<file path="src/rtl/core/ell_pkg.sv">
// Shared types, constants and command codes for the extent list entry locator.
package ell_pkg;

    localparam int MAX_EXTENTS  = 16;
    localparam int RECORD_BYTES = 1024;

    localparam int IDX_W   = (MAX_EXTENTS > 1) ? $clog2(MAX_EXTENTS) : 1;
    localparam int COUNT_W = $clog2(MAX_EXTENTS + 1);
    localparam int REC_W   = $clog2(RECORD_BYTES + 1);
    localparam int OFS_W   = 32 + REC_W;

    localparam int CMD_W   = 2;
    localparam int EXT_W   = 48;
    localparam int INDEX_W = 32;
    localparam int CB_W    = 22;
    localparam int ADDR_W  = 64;
    localparam int STAT_W  = 2;
    localparam int HALF_W  = EXT_W / 2;
    localparam int PROD_W  = HALF_W + CB_W;

    localparam logic [CB_W-1:0] CB_RESET = CB_W'(4096);

    typedef logic [COUNT_W-1:0] t_count;
    typedef logic [IDX_W-1:0]   t_idx;

    typedef enum logic [CMD_W-1:0] {
        CMD_CLEAR     = 2'd0,
        CMD_APPEND    = 2'd1,
        CMD_TRANSLATE = 2'd2
    } t_cmd_code;

    typedef enum logic [STAT_W-1:0] {
        ST_OK   = 2'd0,
        ST_FULL = 2'd1,
        ST_MISS = 2'd2
    } t_status_code;

    typedef enum logic [2:0] {
        RES_OK_ZERO,
        RES_FULL,
        RES_MISS_EMPTY,
        RES_HIT,
        RES_MISS
    } t_res_sel;

    typedef struct packed {
        logic     load;
        logic     clear;
        logic     append;
        logic     tr_init;
        logic     rd_first;
        logic     rd_next;
        logic     mul_lo;
        logic     mul_hi;
        logic     sum;
        logic     step;
        logic     res_set;
        t_res_sel res_sel;
        logic     out_load;
    } t_dp_ctl;

    typedef struct packed {
        logic [CMD_W-1:0] cmd;
        logic             empty;
        logic             full;
        logic             hit;
        logic             last;
    } t_dp_stat;

endpackage

</file>
<file path="src/rtl/core/ell_ctrl.sv">
// Controller: command sequencing, extent walk control and output valid.
module ell_ctrl (
    input  logic              i_clk,
    input  logic              i_rst_n,
    input  logic              i_valid,
    output logic              o_stall,
    output logic              o_valid,
    input  logic              i_stall,
    input  ell_pkg::t_dp_stat i_stat,
    output ell_pkg::t_dp_ctl  o_ctl
);
    import ell_pkg::*;

    typedef enum logic [2:0] {
        S_IDLE,
        S_DECODE,
        S_MUL_LO,
        S_MUL_HI,
        S_SUM,
        S_CMP,
        S_EMIT
    } t_state;

    t_state  r_state;
    t_state  n_state;
    logic    r_out_valid;
    logic    n_out_valid;
    logic    out_free;
    t_dp_ctl ctl;

    assign out_free = !r_out_valid || !i_stall;

    always_comb begin
        ctl     = '0;
        n_state = r_state;
        case (r_state)
            S_IDLE: begin
                if (i_valid) begin
                    ctl.load = 1'b1;
                    n_state  = S_DECODE;
                end
            end
            S_DECODE: begin
                ctl.res_set = 1'b1;
                ctl.res_sel = RES_OK_ZERO;
                n_state     = S_EMIT;
                case (i_stat.cmd)
                    CMD_CLEAR: begin
                        ctl.clear = 1'b1;
                    end
                    CMD_APPEND: begin
                        if (i_stat.full) begin
                            ctl.res_sel = RES_FULL;
                        end else begin
                            ctl.append = 1'b1;
                        end
                    end
                    CMD_TRANSLATE: begin
                        if (i_stat.empty) begin
                            ctl.res_sel = RES_MISS_EMPTY;
                        end else begin
                            ctl.res_set  = 1'b0;
                            ctl.tr_init  = 1'b1;
                            ctl.rd_first = 1'b1;
                            n_state      = S_MUL_LO;
                        end
                    end
                    default: begin
                        ctl.res_sel = RES_OK_ZERO;
                    end
                endcase
            end
            S_MUL_LO: begin
                ctl.mul_lo = 1'b1;
                n_state    = S_MUL_HI;
            end
            S_MUL_HI: begin
                ctl.mul_hi = 1'b1;
                n_state    = S_SUM;
            end
            S_SUM: begin
                ctl.sum = 1'b1;
                n_state = S_CMP;
            end
            S_CMP: begin
                if (i_stat.hit) begin
                    ctl.res_set = 1'b1;
                    ctl.res_sel = RES_HIT;
                    n_state     = S_EMIT;
                end else begin
                    ctl.step = 1'b1;
                    if (i_stat.last) begin
                        ctl.res_set = 1'b1;
                        ctl.res_sel = RES_MISS;
                        n_state     = S_EMIT;
                    end else begin
                        ctl.rd_next = 1'b1;
                        n_state     = S_MUL_LO;
                    end
                end
            end
            S_EMIT: begin
                if (out_free) begin
                    ctl.out_load = 1'b1;
                    n_state      = S_IDLE;
                end
            end
            default: begin
                n_state = S_IDLE;
            end
        endcase
    end

    always_comb begin
        n_out_valid = r_out_valid;
        if (ctl.out_load) begin
            n_out_valid = 1'b1;
        end else if (!i_stall) begin
            n_out_valid = 1'b0;
        end
    end

    always_ff @(posedge i_clk) begin
        if (!i_rst_n) begin
            r_state     <= S_IDLE;
            r_out_valid <= 1'b0;
        end else begin
            r_state     <= n_state;
            r_out_valid <= n_out_valid;
        end
    end

    assign o_ctl   = ctl;
    assign o_stall = (r_state != S_IDLE);
    assign o_valid = r_out_valid;

endmodule

</file>
<file path="config.mk">
export PLATFORM = sky130hd
export DESIGN_NAME = ell_ctrl
export DESIGN_NICKNAME = d
export VERILOG_FILES = /design/src/rtl/core/ell_pkg.sv /design/src/rtl/core/ell_ctrl.sv
export SDC_FILE = /design/constraint.sdc
export NUM_CORES = 1
export LEC_CHECK = 0
export ABC_AREA = 1
export BUFFER_PORTS_ARGS = -buffer_cell sky130_fd_sc_hd__buf_2
export CAP_MARGIN = 20
export CORE_AREA = 2 2 39 41
export CTS_CLUSTER_DIAMETER = 80
export DETAILED_ROUTE_END_ITERATION = 10
export DIE_AREA = 0 0 41 43
export PLACE_DENSITY = 0.55
export SLEW_MARGIN = 0
export SYNTH_ARGS = -nofsm -noshare
export SYNTH_HDL_FRONTEND = slang
export SYNTH_SLANG_ARGS = --single-unit
</file>
<file path="constraint.sdc">
create_clock -name i_clk -period 1.45 [get_ports i_clk]
set_input_delay 0.29 -clock i_clk [delete_from_list [all_inputs] [get_ports i_clk]]
set_output_delay 0.29 -clock i_clk [all_outputs]
set_load 0.01 [all_outputs]
</file>
==> results.yml, run 1 <==
timing:
  rsz0062_at_grt: "yes"
  min_period_ns: 1.42
  finalHoldViolCount: 0
  worst_slew_pin_slew_ns: 0.156
  setup_ws_ns: 0.0340
  fmaxAchievable_ghz: 0.706
  setup_viol: 0
  relSlewSlack_pct: 89.5
  min_period_over_period_pct: 97.7
  drv_slew: 0
  setup_tns_ns: 0
  clock_skew_ns: 0.00423
critical_path:
  critPathMaxFanout: 4
  cp_top_family: "flip-flops"
  critPathArrivalTime_ns: 1.13
  rr_worst_depth: 8
  critPathCaptureType: "primary output"
  r2r_slack_ns: 0.44
  slowest_delay_ns: 0.33
  rr_endpoint: "r_state[2]"
  critPathBufInv: 2
  crit_path_top_delay_cell: "dfxtp_2"
  cp_data_required_time_ns: 1.16
  crit_type: "flop to primary output"
  cp-start-kind: "flop"
  r2r_start: "r_state[0]"
  worstPathCellList: "buf_4, nor2_4, nand2_1, nor2_1, buf_2"
pwr:
  seq_power_share_pct: 26.5
  finalPower_mw: 0.597
  combPwrFrac_pct: 50.9
  p_leak_nw: 0.392
  switching_share_pct: 40.8
  powerDensity_nw_per_um2: 971
  p_switching_mw: 0.244
  p_int_mw: 0.353
  vdd_drop_max_mv: 0.399
  p_clk_share_pct: 22.6
floorplan:
  num_io_pins: 27
  die_h_um: 43
  core_um2: 1380
  dieArea_um2: 1760
  die_w_um: 41
  start_util_pct: 26.9
  fp-row-count: 14
synthesis:
  synth_cell_types: 16
  synthTopCellsByArea: "dfxtp_1, nand2_1, inv_1"
  yosys_warnings: 0
  yosysTopAreaCell: "dfxtp_1"
  synth_area_um2: 372
  synth_top_area_share_pct: 21.5
  synth_area_per_cell_um2: 5.72
  syn_inst: 65
  synth.net_count: 78
  yosys_register_bits: 4
  yosysSeqAreaShare_pct: 21.5
cells_and_area:
  final_common_cell: "buf_2"
  utilization_pct: 44.4
  synthToLayoutAreaGrowth_pct: 65.3
  diodes: 0
  most-common-layout-cells: "buf_2, nand2_1, inv_1, nor2_1, nand3_1"
  drive_gt1_share_pct: 53.1
  nNetsFinal: 111
global_routing:
  grt_max_degree: 6
  grt_pass1_wl_um: 1330
  grt.total_usage_pct: 10.7
  grt_overflow: 0
  antenna_found_initial: 0
  grt_pass1_vias: 382
clock_network:
  cts_buffers: 3
  postCtsHoldBufs: 0
  insertion_delay_ns: 0.23
  cts_sinks: 4
  ctsLongestPathBuffers: 2
  cts_tree: "yes"
  htree_levels: 1
  clk_pin_slew_ns: 0.04
  cts-root-buf: "clkbuf_4"
detailed_routing:
  drtIter0Drc: 2
  wl_met2_um: 465
  dr.pass1.iters: 4
  wirelength_um: 949
  top_layer_used: "met4"
  drtAntennaViolNets: 0
  vias: 476
  wl_per_cell_um: 8.47
  wl_met3_um: 73
  vias_per_cell: 4.25
  drc: 0
  drt-met1-wl_um: 398
hold_path:
  min-delay-path-class: "input port to flop"
  min-delay-start: "i_rst_n"
  holdPathEnd: "r_state[2]"
  min_delay_path_depth: 3
placement:
  routabilityCongestion: 0.718
  place_hpwl_um: 716
  preCtsSetupSlack_ns: 0.117
  port_buffers: 26
flow_run:
  cap_violations: 0
run_status:
  status: "finished, final reports clean"
-- tightest hold or removal path, stage by stage --
cell and delay [ns]:
buf_2 0.11, nand2_1 0.06, nor2_1 0.04
-- power by group through the flow --
stage | clock network, mW | logic [mW] | registers, mW
floorplan | 0 | 0.150 | 0.148
global route | 0.152 | 0.339 | 0.160
detailed placement | 0 | 0.237 | 0.148
CTS | 0.141 | 0.269 | 0.156
finish | 0.135 | 0.304 | 0.158
global placement | 0 | 0.236 | 0.149
-- sequential cells by signal (all words and copies together) (netlist names) --
name     flops
o_valid      1
r_state      3
-- synthesized netlist by cell type --
library cell and number:
nor3b_1 1, nand3_1 5, nor2_1 10, inv_2 1, nor2_2 2, ha_1 3
inv_1 14, nand2_1 15, dfxtp_1 4, o21ai_1 1, a21oi_1 1, buf_4 2
nand2_2 2, a31oi_1 1, nor3_1 2, o21ai_0 1
-- per-stage QoR --
stage                     area [um2]  cells  hold slack, ns
after floorplan                  372     65           0.418
after global routing             614    112           0.305
final                            614    112           0.312
after detailed placement         514    106           0.471
after CTS                        581    111           0.305
after global placement           514    106           0.466
-- timing repair --
| action | in CTS | in global routing |
|---|---|---|
| pin swaps | 3 | 2 |
| resized for setup | 12 | 9 |
| setup buffers | 2 | 1 |
| setup endpoints to repair | 9 | 14 |
-- worst max path at each step --
stage,cells after the start,slack (ns),startpoint,end
after floorplan,5,0.15,r_state[0],o_ctl[11]
after global placement,5,0.12,r_state[2],o_ctl[3]
after detailed placement,5,0.12,r_state[2],o_ctl[3]
after CTS,5,0.002,r_state[0],o_ctl[0]
after global routing,5,-0.07,r_state[2],o_ctl[3]
final,5,0.03,r_state[0],o_ctl[0]
-- final cells by class --
type | count | area, um2
repair buffers | 30 | 160
multi-input cells | 44 | 267
fillers | 163 | 769
flip-flops and latches | 4 | 86.3
clock buffers | 3 | 22.5
inverters | 15 | 58.8
well taps | 16 | 20.0
-- metal layers --
metal	GRT usage, %	up-vias
met5	0	-
met1	13.4	198
met3	3.66	2
met2	16.3	19
li1	-	257
met4	4.00	0
-- cell families after synthesis --
family	after synthesis	share of synthesized area, %
and+or+nand+nor	37	43.4
buffers and inverters	17	19.2
AOI/OAI and AO/OA	4	5.72
DFF	4	21.5
adders and majority gates	3	10.1
(Power assumes the default switching activity.)
==> inputs of run 2 (changes only) <==
ABC_AREA = not set   (was 1)
PLACE_DENSITY = 0.58   (was 0.55)
==> run 2 against run 1 <==
The flow now finishes with violations (negative setup slack). First-iteration DRC count shrank 50%. Fmax is 5.5% lower. Sequential power about the same. Critical path type unchanged. Highest routed layer is now met3.
==> results.yml, run 2 <==
timing:
  setup_tns_ns: -0.120
  fmaxAchievable_ghz: 0.668
  finalHoldViolCount: 0
  setup_viol: 5
  hold_ws_ns: 0.301
  rsz0062_at_grt: "yes"
  min_period_over_period_pct: 103
  setup_ws_ns: -0.0478
  relSlewSlack_pct: 80.2
  worst_slew_pin_slew_ns: 0.296
  clock_skew_ns: 0.00147
  drv_slew: 0
  min_period_ns: 1.50
hold_path:
  min-delay-path-class: "input port to flop"
  min-delay-start: "i_rst_n"
  min_delay_path_depth: 3
  holdPathEnd: "r_state[2]"
critical_path:
  critPathLaunch: "r_state[0]"
  rr_endpoint: "r_state[2]"
  critPathMaxFanout: 8
  worstPathCellList: "or3_4, nor2_2, buf_2"
  cp_data_required_time_ns: 1.16
  slowest_delay_ns: 0.41
  critPathArrivalTime_ns: 1.21
  cp_top_family: "simple AND/OR/NAND/NOR gates"
  crit_path_top_delay_cell: "or3_4"
  r2r_slack_ns: 0.20
  critPathBufInv: 1
  r2r_start: "r_state[1]"
  crit_type: "flop to primary output"
  critPathCaptureType: "primary output"
  cp-start-kind: "flop"
  rr_worst_depth: 5
placement:
  place_hpwl_um: 848
  preCtsSetupSlack_ns: -0.200
  dp_cells: 99
  routabilityCongestion: 0.743
  port_buffers: 26
  place_area_um2: 581
synthesis:
  yosys_warnings: 0
  yosys_register_bits: 4
  synth_area_um2: 415
  yosys_most_used_dff: "dfxtp_1"
  yosysTopAreaCell: "dfxtp_1"
  synthArstFlopShare_pct: 0
  synth.net_count: 69
  yosysSeqAreaShare_pct: 19.3
  synthTopCellsByArea: "dfxtp_1, ha_1, buf_4"
  synth_edf_count: 0
  synth_common_cells: "inv_1, nor2_1, nand2_1, a21oi_1, dfxtp_1"
  syn_inst: 56
  synth_area_per_cell_um2: 7.42
  synth_top_area_share_pct: 19.3
  synth_cell_types: 26
cells_and_area:
  drive_gt1_share_pct: 66.7
  utilization_pct: 55.2
  synthToLayoutAreaGrowth_pct: 83.7
  largest_register_ffs: 3
  final_cells: 109
  top_register: "r_state"
  most-common-layout-cells: "buf_2, buf_4, buf_6, inv_1, nor2_1"
  final_common_cell: "buf_2"
  final_cell_area_um2: 763
  nNetsFinal: 108
  diodes: 0
pwr:
  finalPower_mw: 0.632
  vdd_drop_max_mv: 0.470
  p_leak_nw: 0.388
  powerDensity_nw_per_um2: 828
clock_network:
  cts_tree: "yes"
  htree_levels: 1
  cts_sinks: 4
  cts-root-buf: "clkbuf_4"
  clk_pin_slew_ns: 0.03
  cts_buffers: 3
  postCtsHoldBufs: 0
  ctsLongestPathBuffers: 2
  insertion_delay_ns: 0.23
global_routing:
  antenna_found_initial: 0
  grt_overflow: 0
  grt_pass1_wl_um: 1730
  grt_pass1_vias: 427
  grt.total_usage_pct: 14.5
  grt_max_degree: 13
detailed_routing:
  vias: 507
  dr.pass1.iters: 2
  wl_per_cell_um: 10.7
  drtIter0Drc: 1
  drtAntennaViolNets: 0
  drc: 0
  wirelength_um: 1160
  vias_per_cell: 4.65
floorplan:
  fp-row-count: 14
  start_util_pct: 30.0
  die_h_um: 43
  dieArea_um2: 1760
  core_um2: 1380
  num_io_pins: 27
  die_w_um: 41
flow_run:
  cap_violations: 0
run_status:
  violations: "negative setup slack"
  status: "finished, violations left"
## run 2: cell count changes after synthesis, moves of 3 or more
cell     before  now
a21oi_1       1    4
inv_1        14    6
nand2_1      15    5
nand3_1       5    1
nor2_1       10    6
## run 2: how the worst max path moves through the flow
| stage | end | slack [ns] | cells after the start |
|---|---|---|---|
| floorplan | o_ctl[11] | 0.02 | 5 |
| global placement | o_ctl[4] | -0.13 | 7 |
| detailed placement | o_ctl[4] | -0.20 | 7 |
| CTS | o_ctl[14] | -0.06 | 3 |
| global route | o_ctl[3] | -0.12 | 4 |
| finish | o_ctl[14] | -0.05 | 3 |
## run 2: final cells by class
class / instances / area (um2)
fill: 132 / 621
timing repair buffer: 38 / 250
inverter: 6 / 25.0
sequential: 4 / 91.3
multi-input combinational: 42 / 354
tap: 16 / 20.0
clock buffer: 3 / 22.5
## run 2: timing repair
item                                    CTS  global route
resized for setup                        18            14
pin swaps                                 4             6
endpoints found under the hold margin     0             0
setup buffers                             5             2
endpoints found under the setup margin   16            16
## run 2: where the power goes
group / switching (mW) / internal [mW]
logic: 0.143 / 0.195
clock network: 0.0405 / 0.0922
registers: 0.0322 / 0.129
total: 0.216 / 0.416
## run 2: layer usage
metal | up-vias | global-route usage, % | part of all wire [%]
met5 | - | 0 | 0
met4 | 0 | 8.00 | 0
met3 | 0 | 1.57 | 4.3
met2 | 11 | 25.3 | 58
met1 | 234 | 15.4 | 38
li1 | 262 | - | -
## run 2: cells by family after synthesis
| group | after synthesis | synth area share, % |
|---|---|---|
| compound gates | 10 | 18.4 |
| buf+inv | 10 | 13.6 |
| flops | 4 | 19.3 |
| simple gates | 29 | 39.8 |
| fa+ha+maj | 3 | 9.04 |
## run 2: worst reg2reg max path, stage by stage (launching register included)
cell and delay, ns:
dfxtp_4 0.36, nand3b_1 0.22, a2bb2oi_2 0.19, buf_4 0.14, buf_4 0.12, a41oi_2 0.13
